### config.mk
export PLATFORM = sky130hd
export DESIGN_NAME = c_comment_stripper
export DESIGN_NICKNAME = d
export VERILOG_FILES = /design/src/rtl/core/ccs_pkg.sv /design/src/rtl/core/c_comment_stripper.sv
export SDC_FILE = /design/constraint.sdc
export NUM_CORES = 1
export LEC_CHECK = 0
export ABC_AREA = 1
export BUFFER_PORTS_ARGS = -buffer_cell sky130_fd_sc_hd__buf_2
export CAP_MARGIN = 5
export CORE_ASPECT_RATIO = 1.75
export CORE_MARGIN = 2
export CORE_UTILIZATION = 25
export DETAILED_ROUTE_END_ITERATION = 6
export GPL_TIMING_DRIVEN = 1
export SYNTH_ARGS = -nofsm -noshare
export SYNTH_HDL_FRONTEND = slang
export SYNTH_SLANG_ARGS = --single-unit
### constraint.sdc
create_clock -name clock -period 1.58 [get_ports clock]
set_input_delay 0.079 -clock clock [delete_from_list [all_inputs] [get_ports clock]]
set_output_delay 0.079 -clock clock [all_outputs]
set_load 0.02 [all_outputs]
### src/rtl/core/ccs_pkg.sv
package ccs_pkg;

   localparam logic [7:0] CHAR_SLASH     = 8'h2F;
   localparam logic [7:0] CHAR_STAR      = 8'h2A;
   localparam logic [7:0] CHAR_BACKSLASH = 8'h5C;
   localparam logic [7:0] CHAR_DQUOTE    = 8'h22;
   localparam logic [7:0] CHAR_SQUOTE    = 8'h27;
   localparam logic [7:0] CHAR_NEWLINE   = 8'h0A;

   typedef struct packed {
      logic       stream_end;
      logic       run_last;
      logic       out_valid;
      logic [7:0] out_char;
   } beat_type;

   function automatic beat_type char_beat(input logic [7:0] ch);
      beat_type b;
      b            = '0;
      b.out_char   = ch;
      b.out_valid  = 1'b1;
      return b;
   endfunction

endpackage

### src/rtl/core/c_comment_stripper.sv
// Streaming C comment stripper. One source byte enters per beat on req_ and
// the kept bytes leave on rsp_. Line comments are dropped up to their newline
// (the newline stays), block comments are dropped whole, and string and
// character literals pass unchanged. A slash is held for one byte until it is
// known not to open a comment. A byte is accepted every cycle while rsp_ keeps
// up; a byte that releases a held slash yields two result beats, and the next
// byte then waits until the first has left the two-entry result queue. Each
// input beat yields zero, one or two result beats (rsp_tlast marks the last);
// a stream's final byte sets stream_end on its last beat, a bare one if none.
module c_comment_stripper (
   input  logic       clock,
   input  logic       reset,
   input  logic       req_tvalid,
   output logic       req_tready,
   input  logic [7:0] req_tdata,   // [7:0] in_char
   input  logic       req_tlast,   // in_last
   output logic       rsp_tvalid,
   input  logic       rsp_tready,
   output logic [7:0] rsp_tdata,   // [7:0] out_char
   output logic [1:0] rsp_tuser,   // [0] out_valid, [1] stream_end
   output logic       rsp_tlast    // run_last
);

   typedef enum logic [3:0] {
      MODE_NORMAL   = 4'd0,
      MODE_SLASH    = 4'd1,
      MODE_STR      = 4'd2,
      MODE_STR_ESC  = 4'd3,
      MODE_CHR      = 4'd4,
      MODE_CHR_ESC  = 4'd5,
      MODE_LINE     = 4'd6,
      MODE_LINE_ESC = 4'd7,
      MODE_BLK      = 4'd8,
      MODE_BLK_STAR = 4'd9
   } mode_type;

   mode_type           mode_ff, mode_in;
   ccs_pkg::beat_type  q_ff [2];
   ccs_pkg::beat_type  q_in [2];
   logic [1:0]         cnt_ff, cnt_in;
   ccs_pkg::beat_type  res [2];
   logic [1:0]         n;
   logic               accept;
   logic               pop;
   logic [7:0]         c;

   assign c          = req_tdata;
   assign rsp_tvalid = (cnt_ff != 2'd0);
   assign pop        = rsp_tvalid && rsp_tready;
   assign req_tready = (cnt_ff == 2'd0) || ((cnt_ff == 2'd1) && rsp_tready);
   assign accept     = req_tvalid && req_tready;
   assign rsp_tdata  = q_ff[0].out_char;
   assign rsp_tuser  = {q_ff[0].stream_end, q_ff[0].out_valid};
   assign rsp_tlast  = q_ff[0].run_last;

   always_comb begin
      mode_in = mode_ff;
      res[0]  = '0;
      res[1]  = '0;
      n       = 2'd0;
      case (mode_ff)
         MODE_SLASH: begin
            if (c == ccs_pkg::CHAR_SLASH) begin
               mode_in = MODE_LINE;
            end else if (c == ccs_pkg::CHAR_STAR) begin
               mode_in = MODE_BLK;
            end else begin
               res[0] = ccs_pkg::char_beat(ccs_pkg::CHAR_SLASH);
               res[1] = ccs_pkg::char_beat(c);
               n      = 2'd2;
               if (c == ccs_pkg::CHAR_DQUOTE) begin
                  mode_in = MODE_STR;
               end else if (c == ccs_pkg::CHAR_SQUOTE) begin
                  mode_in = MODE_CHR;
               end else begin
                  mode_in = MODE_NORMAL;
               end
            end
         end
         MODE_STR: begin
            res[0] = ccs_pkg::char_beat(c);
            n      = 2'd1;
            if (c == ccs_pkg::CHAR_DQUOTE || c == ccs_pkg::CHAR_NEWLINE) begin
               mode_in = MODE_NORMAL;
            end else if (c == ccs_pkg::CHAR_BACKSLASH) begin
               mode_in = MODE_STR_ESC;
            end
         end
         MODE_STR_ESC: begin
            res[0]  = ccs_pkg::char_beat(c);
            n       = 2'd1;
            mode_in = MODE_STR;
         end
         MODE_CHR: begin
            res[0] = ccs_pkg::char_beat(c);
            n      = 2'd1;
            if (c == ccs_pkg::CHAR_SQUOTE || c == ccs_pkg::CHAR_NEWLINE) begin
               mode_in = MODE_NORMAL;
            end else if (c == ccs_pkg::CHAR_BACKSLASH) begin
               mode_in = MODE_CHR_ESC;
            end
         end
         MODE_CHR_ESC: begin
            res[0]  = ccs_pkg::char_beat(c);
            n       = 2'd1;
            mode_in = (c == ccs_pkg::CHAR_NEWLINE) ? MODE_NORMAL : MODE_CHR;
         end
         MODE_LINE: begin
            if (c == ccs_pkg::CHAR_NEWLINE) begin
               res[0]  = ccs_pkg::char_beat(c);
               n       = 2'd1;
               mode_in = MODE_NORMAL;
            end else if (c == ccs_pkg::CHAR_BACKSLASH) begin
               mode_in = MODE_LINE_ESC;
            end
         end
         MODE_LINE_ESC: begin
            mode_in = MODE_LINE;
         end
         MODE_BLK: begin
            if (c == ccs_pkg::CHAR_STAR) begin
               mode_in = MODE_BLK_STAR;
            end
         end
         MODE_BLK_STAR: begin
            if (c == ccs_pkg::CHAR_SLASH) begin
               mode_in = MODE_NORMAL;
            end else if (c != ccs_pkg::CHAR_STAR) begin
               mode_in = MODE_BLK;
            end
         end
         default: begin
            if (c == ccs_pkg::CHAR_SLASH) begin
               mode_in = MODE_SLASH;
            end else begin
               res[0] = ccs_pkg::char_beat(c);
               n      = 2'd1;
               if (c == ccs_pkg::CHAR_DQUOTE) begin
                  mode_in = MODE_STR;
               end else if (c == ccs_pkg::CHAR_SQUOTE) begin
                  mode_in = MODE_CHR;
               end else begin
                  mode_in = MODE_NORMAL;
               end
            end
         end
      endcase

      // flush a held slash and close the stream
      if (req_tlast) begin
         if (mode_in == MODE_SLASH) begin
            res[n[0]] = ccs_pkg::char_beat(ccs_pkg::CHAR_SLASH);
            n         = n + 2'd1;
         end
         if (n == 2'd0) begin
            res[0] = '0;
            n      = 2'd1;
         end
         res[n[1]].stream_end = 1'b1;
         mode_in              = MODE_NORMAL;
      end
      if (n != 2'd0) begin
         res[n[1]].run_last = 1'b1;
      end
   end

   always_comb begin
      q_in[0] = q_ff[0];
      q_in[1] = q_ff[1];
      cnt_in  = cnt_ff;
      if (accept) begin
         q_in[0] = res[0];
         q_in[1] = res[1];
         cnt_in  = n;
      end else if (pop) begin
         q_in[0] = q_ff[1];
         cnt_in  = cnt_ff - 2'd1;
      end
   end

   always_ff @(posedge clock) begin
      if (reset) begin
         mode_ff <= MODE_NORMAL;
         cnt_ff  <= 2'd0;
      end else begin
         if (accept) begin
            mode_ff <= mode_in;
         end
         cnt_ff <= cnt_in;
      end
      q_ff[0] <= q_in[0];
      q_ff[1] <= q_in[1];
   end

`ifndef ASSERT_OFF
   a_cnt_range: assert property (@(posedge clock) disable iff (reset)
      cnt_ff != 2'd3)
      else $error("result queue count out of range");

   a_last_resets_mode: assert property (@(posedge clock) disable iff (reset)
      accept && req_tlast |=> mode_ff == MODE_NORMAL)
      else $error("mode not normal after final byte");

   a_pair_head_not_last: assert property (@(posedge clock) disable iff (reset)
      cnt_ff == 2'd2 |-> !q_ff[0].run_last)
      else $error("first of a beat pair marked run_last");

   a_end_is_run_last: assert property (@(posedge clock) disable iff (reset)
      rsp_tvalid && q_ff[0].stream_end |-> q_ff[0].run_last)
      else $error("stream_end without run_last");

   a_bare_marker: assert property (@(posedge clock) disable iff (reset)
      rsp_tvalid && !q_ff[0].out_valid |->
         q_ff[0].stream_end && q_ff[0].out_char == 8'd0)
      else $error("bare beat is not a clean end marker");
`endif

endmodule
## Word-level counts from Yosys, hierarchy flattened

Memories as Yosys holds them, arrays and structs flattened.
Cells that the tools add are included.

| storage, ports and cells | value |
|---|---|
| register bits after elaboration | 6 |
| bits in latches | 0 |
| RAM bits | 22 |
| ROM bits | 0 |
| bits of input ports | 13 |
| output and inout port bits | 13 |
| logic and storage cells | 103 |
| memories | 1 |

| operators by class | value |
|---|---|
| add/sub/neg operators | 2 |
| $mul | 0 |
| div/mod/pow operators | 0 |
| magnitude comparators | 6 |
| equality and inequality tests | 18 |
| shift-type cells | 0 |
| mux-type cells | 52 |
| bitwise operators | 6 |
| reduce and logical (&&, ||, !) cells | 16 |

Memory list:

| memory | depth | width | rd ports | clocked after memory_dff | write ports | line | text |
|---|---|---|---|---|---|---|---|
| q_ff | 2 | 11 | 2 | 0 | 2 | c_comment_stripper.sv:38 | `ccs_pkg::beat_type q_ff [2];` |

Operator list:

| operator | number |
|---|---|
| $mux 11 | 8 |
| $mux 22 | 4 |
| $mux 4 | 14 |
| $bwmux 22 | 2 |
| $pmux 11 s4 | 1 |
| $mux 20 | 2 |
| $pmux 4 s9 | 1 |
| $demux 11 s1 | 3 |
| $eq 8x6->1 const B | 4 |
| $mux 2 | 9 |
| $mux 9 | 2 |
| $eq 4x3->1 const B | 4 |
| $or 12x12->12 | 1 |
| $and 10x10->10 | 1 |
| $mux 10 | 1 |
| $not 10->10 | 1 |
| $eq 4x1->1 const B | 2 |
| $eq 4x2->1 const B | 2 |
| $eq 4x4->1 const B | 2 |
| $eq 8x4->1 const B | 1 |
| $eq 8x7->1 const B | 1 |
| $ne 8x6->1 const B | 1 |
| $pmux 2 s4 | 1 |
| $ge 2x2->1 const B | 3 |
| 13 further kinds | 29 |

## Depth between registers and ports, before layout

Gate-level depths: netlist of run 1.

| depth | value |
|---|---|
| depth after elaboration | 22 |
| mapped depth | 12 |
| mapped depth without buffers | 11 |

## Least setup slack after synthesis of run 1

No wires, ideal clock.

| timing path | value |
|---|---|
| kind | register to register |
| start point | reg cnt_ff[0] |
| end point | mem q_ff[0][9] (netlist name) (data pin) |
| setup time | 0.259 ns |
| arrival time | 1.734 ns |
| required time | 1.321 ns |
| setup slack | -0.412 ns |
| cell stages (with the launch flop) | 9 |
| buffers on the path | 0 |
| period minus slack after synthesis | 1.992 ns |
| cell sequence | dfxtp_1 inv_1 ha_1 inv_1 nand2_1 nand2_1 clkinv_1 nand3b_2 nand2_1 |

RTL lines:

| item | line | text |
|---|---|---|
| start: declaration | c_comment_stripper.sv:40 | `logic [1:0] cnt_ff, cnt_in;` |
| start signal: assignment | c_comment_stripper.sv:189 | `cnt_ff <= cnt_in;` |
| end: declaration | c_comment_stripper.sv:38 |  |

==> results of run 1 <==
-- cell type report --
| class | instances | area, um^2 | area share (%) |
|---|---|---|---|
| flip-flops and latches | 28 | 790 | 36.0 |
| clock buffers | 3 | 75.1 | 3.42 |
| repair buffers | 45 | 300 | 13.7 |
| well taps | 84 | 105 | 4.79 |
| inverters | 27 | 111 | 5.07 |
| multi-input cells | 159 | 810 | 36.9 |
| clock inverters | 1 | 3.75 | 0.171 |
-- repair_timing --
action / in CTS / in global routing
endpoints found under the hold margin: 0 / 0
resized for setup: 4 / 11
setup endpoints to repair: 14 / 13
pin swaps: 0 / 3
setup buffers: 0 / 1
-- kinds of logic (layout without fill, tap and decap cells) --
| family | count (synthesis) | in the layout | share of synthesized area, % |
|---|---|---|---|
| AOI/OAI and AO/OA | 30 | 30 | 9.82 |
| and+or+nand+nor | 127 | 127 | 32.9 |
| buffers and inverters | 40 | 76 | 11.5 |
| adders and majority gates | 2 | 2 | 1.42 |
| DFF | 28 | 28 | 44.4 |
-- sequential cells by signal, summed over array words and instances (netlist names) --
| name | flops |
|---|---|
| cnt_ff | 2 |
| mode_ff | 4 |
| q_ff | 22 |
-- stage by stage --
| stage | hold slack [ns] | instances |
|---|---|---|
| 2_1_floorplan | 0.148 | 227 |
| 3_3_place_gp | 0.323 | 342 |
| 3_5_place_dp | 0.329 | 342 |
| 4_1_cts | 0.0481 | 346 |
| 5_1_grt | 0.0516 | 347 |
| 6_report | 0.0508 | 347 |
-- routing by layer --
layer  up-vias  GRT usage, %  part of all wire (%)
li1        798             -                     -
met1       701          10.4                    35
met2        28          22.6                    59
met3         9         0.978                   2.8
met4         0          8.16                   3.9
met5         -             0                     0
-- placed cells by master (no fill, tap or decap), types with 2 or more instances in the layout --
cell type | synthesis | routed
nand2_1 | 67 | 64
buf_2 | 1 | 25
nor2_1 | 25 | 24
edfxtp_1 | 22 | 22
buf_4 | 10 | 18
inv_1 | 17 | 15
nand3_1 | 15 | 15
a21oi_1 | 14 | 13
inv_2 | 8 | 10
o21ai_1 | 6 | 6
nand2_2 | 3 | 5
o21ai_0 | 5 | 5
nand2_4 | 3 | 4
nor2_2 | 4 | 4
dfxtp_2 | 0 | 4
nor2_4 | 2 | 3
nor3_1 | 3 | 3
clkbuf_16 | 0 | 3
a21oi_2 | 1 | 2
buf_12 | 0 | 2
-- power by group through the flow --
stage               Sequential [uW]  Combinational [uW]  Clock [uW]
finish                         1150                1120         566
global route                   1180                1230         615
CTS                            1150                1120         592
detailed placement             1170                1100           0
global placement               1170                1090           0
floorplan                      1180                 826           0
-- worst min path at each step --
stage / cells past startpoint / end / from
after floorplan: 1 / cnt_ff[1]$_SDFFE_PP0P_ / reset
after global placement: 2 / mode_ff[0]$_SDFFE_PP0P_ / reset
after detailed placement: 2 / mode_ff[3]$_SDFFE_PP0P_ / reset
after CTS: 2 / mode_ff[1]$_SDFFE_PP0P_ / reset
after global routing: 2 / mode_ff[2]$_SDFFE_PP0P_ / reset
final: 2 / mode_ff[2]$_SDFFE_PP0P_ / reset
==> impl_metrics.json, run 1 <==
{
  "clk_pin_slew_ns": 0.06,
  "dpl-instance-area_mm2": 0.00207,
  "finalMaxSlewViolations": 0,
  "yosysTopAreaCell": "edfxtp_1",
  "syn_area_per_cell_um2": 7.75,
  "cts_hold_buf": 0,
  "path_class": "reg2reg",
  "total_power_uw": 2840,
  "crit_family": "compound AO/OA/AOI/OAI gates",
  "vias": 1536,
  "avgViaCountPerCell": 4.43,
  "dpl.hpwl_um": 3360,
  "grt_pass1_wl_um": 6710,
  "fin_ws_ns": 0.0820,
  "gp_congestion": 0.872,
  "worst_r2r_endpoint": "q_ff[0][1]$_DFFE_PP_",
  "power.leakage_uw": 0.000977,
  "cp.arrival_ns": 1.52,
  "die_h_um": 115,
  "worstReg2RegStart": "mode_ff[3]$_SDFFE_PP0P_",
  "period_share_pct": 94.8,
  "synthDistinctLibCells": 32,
  "period_minus_slack_ns": 1.50,
  "numPortBuffers": 25,
  "start_util_pct": 25.7,
  "r2r_cells": 9,
  "antenna_found_initial": 0,
  "synth_area_leaders": "edfxtp_1, nand2_1, dfxtp_1",
  "fp.coreArea_mm2": 0.00686,
  "worstSetupEndpoint": "q_ff[0][1]$_DFFE_PP_",
  "synth_cells": 227,
  "clk_latency_ns": 0.26,
  "power.density_mw_per_mm2": 1290,
  "syn2layout_area_growth_pct": 24.8,
  "wl_per_cell_um": 11.7,
  "synthesis.nets": 242,
  "clock_sinks": 28,
  "critPathMostFrequentCell": "nand2_2",
  "path_cells": "buf_4, o21ai_4, inv_6, nand2_2, nand2_2, a21oi_1, nand2_1, o21ai_1, inv_1",
  "hp-class": "in2reg",
  "drc": 0,
  "p_comb_share_pct": 39.5,
  "outcome": "finished, final reports clean",
  "setup_tns_ns": 0,
  "io_pins": 26,
  "critPathBufInv": 3,
  "htreeDepth": 1,
  "power_switching_share_pct": 34.7,
  "cp_max_fo": 5,
  "cp-start-kind": "register",
  "drv_cap": 0,
  "rows": 40,
  "max-slew-margin-rel_pct": 83.9,
  "synth-seq-cells": 28,
  "timing.reg2reg.setup_slack_ns": 0.08,
  "p_clk_share_pct": 19.9,
  "clk_path_buf_depth": 2,
  "netlist_top_cells_count": "nand2_1, nor2_1, edfxtp_1",
  "critPathSlowestCell": "dfxtp_4",
  "ctsRootBufferMaster": "clkbuf_16",
  "drt_iter0_drc": 40,
  "cts_tree": "yes",
  "firstDrtPassIters": 6,
  "vdd_drop_max_mv": 0.434,
  "yosysSeqAreaShare_pct": 44.4,
  "synth_most_common_cell": "nand2_1",
  "seq_power_share_pct": 40.6,
  "grt_overflow": 0,
  "finalSetupViolations": 0,
  "skew_ns": 0.00142,
  "max_stage_delay_ns": 0.37,
  "utilization_pct": 32.0,
  "fin_nets": 279,
  "wirelength_um": 4050,
  "n_antenna_cell": 0,
  "grt_max_degree": 20,
  "power.net_switching_uw": 986,
  "synth_warnings": 0,
  "end_kind": "register",
  "rsz0062_at_grt": "true",
  "dp_slack_ns": -0.0655,
  "intPower_uw": 1850,
  "track_usage_pct": 11.5,
  "cts_buffers": 3,
  "netlist_area_mm2": 0.00176,
  "worst-path-stages": 9,
  "drive_above_1_share_pct": 33.5,
  "ant_nets": 0,
  "die_w_um": 67.4,
  "yosys.area.top_type_share_pct": 37.6,
  "critPathLaunch": "mode_ff[3]$_SDFFE_PP0P_",
  "hold_viol_final": 0,
  "n_fill_cell": 729,
  "max_freq_mhz": 668,
  "ys.flop_type": "edfxtp_1",
  "cp.required_ns": 1.60,
  "synth_edf_count": 22,
  "die-area_mm2": 0.00775,
  "tightest_slew_ns": 0.241,
  "fin_area_mm2": 0.00219,
  "grt_pass1_vias": 1527,
  "synth_async_sr_flop_share_pct": 0
}
Note: power is estimated with default switching activity, not from simulation.
==> run 2: changes to the inputs <==
--- a/config.mk
+++ b/config.mk
@@ -6,7 +6,7 @@
 export NUM_CORES = 1
 export LEC_CHECK = 0
 export ABC_AREA = 1
-export BUFFER_PORTS_ARGS = -buffer_cell sky130_fd_sc_hd__buf_2
+export BUFFER_PORTS_ARGS = -buffer_cell sky130_fd_sc_hd__buf_4
 export CAP_MARGIN = 5
 export CORE_ASPECT_RATIO = 1.75
 export CORE_MARGIN = 2
==> impl_metrics.json, run 2 (synthesized netlist as in run 1, its figures left out) <==
{
  "outcome": "finished, final reports clean",
  "period_share_pct": 95.3,
  "ctsRootBufferMaster": "clkbuf_16",
  "hold_viol_final": 0,
  "power.density_mw_per_mm2": 1320,
  "htreeDepth": 1,
  "hold_end": "mode_ff[0]$_SDFFE_PP0P_",
  "dp_slack_ns": -0.0388,
  "hold_start": "reset",
  "worst_r2r_endpoint": "q_ff[0][2]$_DFFE_PP_",
  "grt_pass1_wl_um": 6640,
  "wirelength_um": 3920,
  "drc": 0,
  "tightest_slew_ns": 0.240,
  "hp-class": "in2reg",
  "gp_congestion": 0.853,
  "cp.required_ns": 1.68,
  "n_fill_cell": 722,
  "top_layer": "met4",
  "finalMaxSlewViolations": 0,
  "largest-register": "q_ff",
  "wl_met1_um": 1400,
  "clock_sinks": 28,
  "firstDrtPassIters": 4,
  "fin_nets": 277,
  "vdd_drop_max_mv": 0.389,
  "grt_overflow": 0,
  "utilization_pct": 32.8,
  "fin_ws_ns": 0.0739,
  "drv_cap": 0,
  "end_kind": "register",
  "power.leakage_uw": 0.000997,
  "post_cts_buffers": 0,
  "clk_pin_slew_ns": 0.07,
  "path_cells": "buf_4, nor3_2, nand3_2, buf_4, o21ai_0, nor2_1, a21oi_1",
  "cts_hold_buf": 0,
  "wl_met3_um": 97,
  "path_class": "reg2reg",
  "die-area_mm2": 0.00775,
  "dpl.hpwl_um": 3290,
  "critPathSlowestCell": "dfxtp_2",
  "final_common_cell": "nand2_1",
  "whs_ns": 0.0121,
  "final_cell_count_no_fill": 345,
  "rows": 40,
  "clk_latency_ns": 0.26,
  "largest_reg_flops": 22,
  "holdPathStages": 2,
  "die_h_um": 115,
  "die_w_um": 67.4,
  "grt_pass1_vias": 1517,
  "cts_buffers": 3,
  "max_freq_mhz": 664,
  "io_pins": 26,
  "rsz0062_at_grt": "true",
  "ant_nets": 0,
  "cts_tree": "yes",
  "finalSetupViolations": 0,
  "grt_max_degree": 19,
  "drt_iter0_drc": 51,
  "track_usage_pct": 11.4,
  "timing.reg2reg.setup_slack_ns": 0.07,
  "layout.cells.most_common_list": "nand2_1, buf_4, nor2_1, edfxtp_1",
  "max_stage_delay_ns": 0.34,
  "start_util_pct": 25.7,
  "reg.largest.list": "q_ff x22, mode_ff x4, cnt_ff x2",
  "r2r_cells": 7,
  "max-slew-margin-rel_pct": 83.9,
  "syn2layout_area_growth_pct": 27.7,
  "skew_ns": 0.00293,
  "critPathMostFrequentCell": "buf_4",
  "antenna_found_initial": 0,
  "dp.cells": 341,
  "cp-start-kind": "register",
  "drive_above_1_share_pct": 33.3,
  "avgViaCountPerCell": 4.45,
  "critPathLaunch": "mode_ff[2]$_SDFFE_PP0P_",
  "period_minus_slack_ns": 1.51,
  "clk_path_buf_depth": 2,
  "vias": 1535,
  "wl_met2_um": 2270,
  "numPortBuffers": 25,
  "cp_max_fo": 6,
  "n_antenna_cell": 0,
  "fp.coreArea_mm2": 0.00686,
  "worstReg2RegStart": "mode_ff[2]$_SDFFE_PP0P_",
  "cp.arrival_ns": 1.61,
  "wl_per_cell_um": 11.4
}
[run 2: changes by cell type in the layout (fill, tap and decap cells not counted), sizes merged]
cell and change:
buf -2, clkinv -1, clkbuf +1
[run 2: final cells by class]
class / instances / area [um^2] / share of cell area, %
Multi-Input combinational cell: 159 / 812 / 36.1
Sequential cell: 28 / 791 / 35.2
Timing Repair Buffer: 43 / 339 / 15.1
Inverter: 27 / 111 / 4.96
Tap cell: 84 / 105 / 4.68
Clock buffer: 4 / 88.8 / 3.95
[run 2: how the worst max path moves through the flow]
stage	endpoint	slack (ns)	cells after the start
global placement	q_ff[0][1]$_DFFE_PP_	0.007	11
CTS	q_ff[0][1]$_DFFE_PP_	0.008	10
detailed placement	q_ff[0][1]$_DFFE_PP_	-0.04	8
floorplan	q_ff[0][9]$_DFFE_PP_	-0.005	8
finish	q_ff[0][2]$_DFFE_PP_	0.07	7
global route	q_ff[0][3]$_DFFE_PP_	-0.02	10
[run 2: power by group]
group / total [uW] / switching, uW / internal, uW
sequential: 1160 / 61.9 / 1100
combinational: 1180 / 688 / 493
clock: 618 / 231 / 388
total: 2960 / 980 / 1980
[run 2: stage by stage]
stage          total power (uW)  instance area [um^2]  setup TNS, ns
6_report                   2960                  2250              0
5_1_grt                    3140                  2250        -0.0505
4_1_cts                    2990                  2220              0
3_5_place_dp               2350                  2110        -0.0932
3_3_place_gp               2320                  2110              0
2_1_floorplan              2010                  1770        -0.0143
[run 2: critical path: cells and delay by family, from the launching register on]
family / cells / cell delay, ns
and+or+nand+nor: 3 / 0.45
DFF: 1 / 0.34
buffers and inverters: 2 / 0.34
AOI/OAI and AO/OA: 2 / 0.22
[run 2: metal layers]
metal,GRT usage (%),vias to the layer above
met1,11.0,700
met3,1.27,10
met2,21.8,28
met4,6.94,0
li1,-,797
met5,0,-
[run 2: timing repair]
item,4_1_cts,5_1_grt
pin swaps,0,4
resized for setup,5,12
setup endpoints to repair,12,20
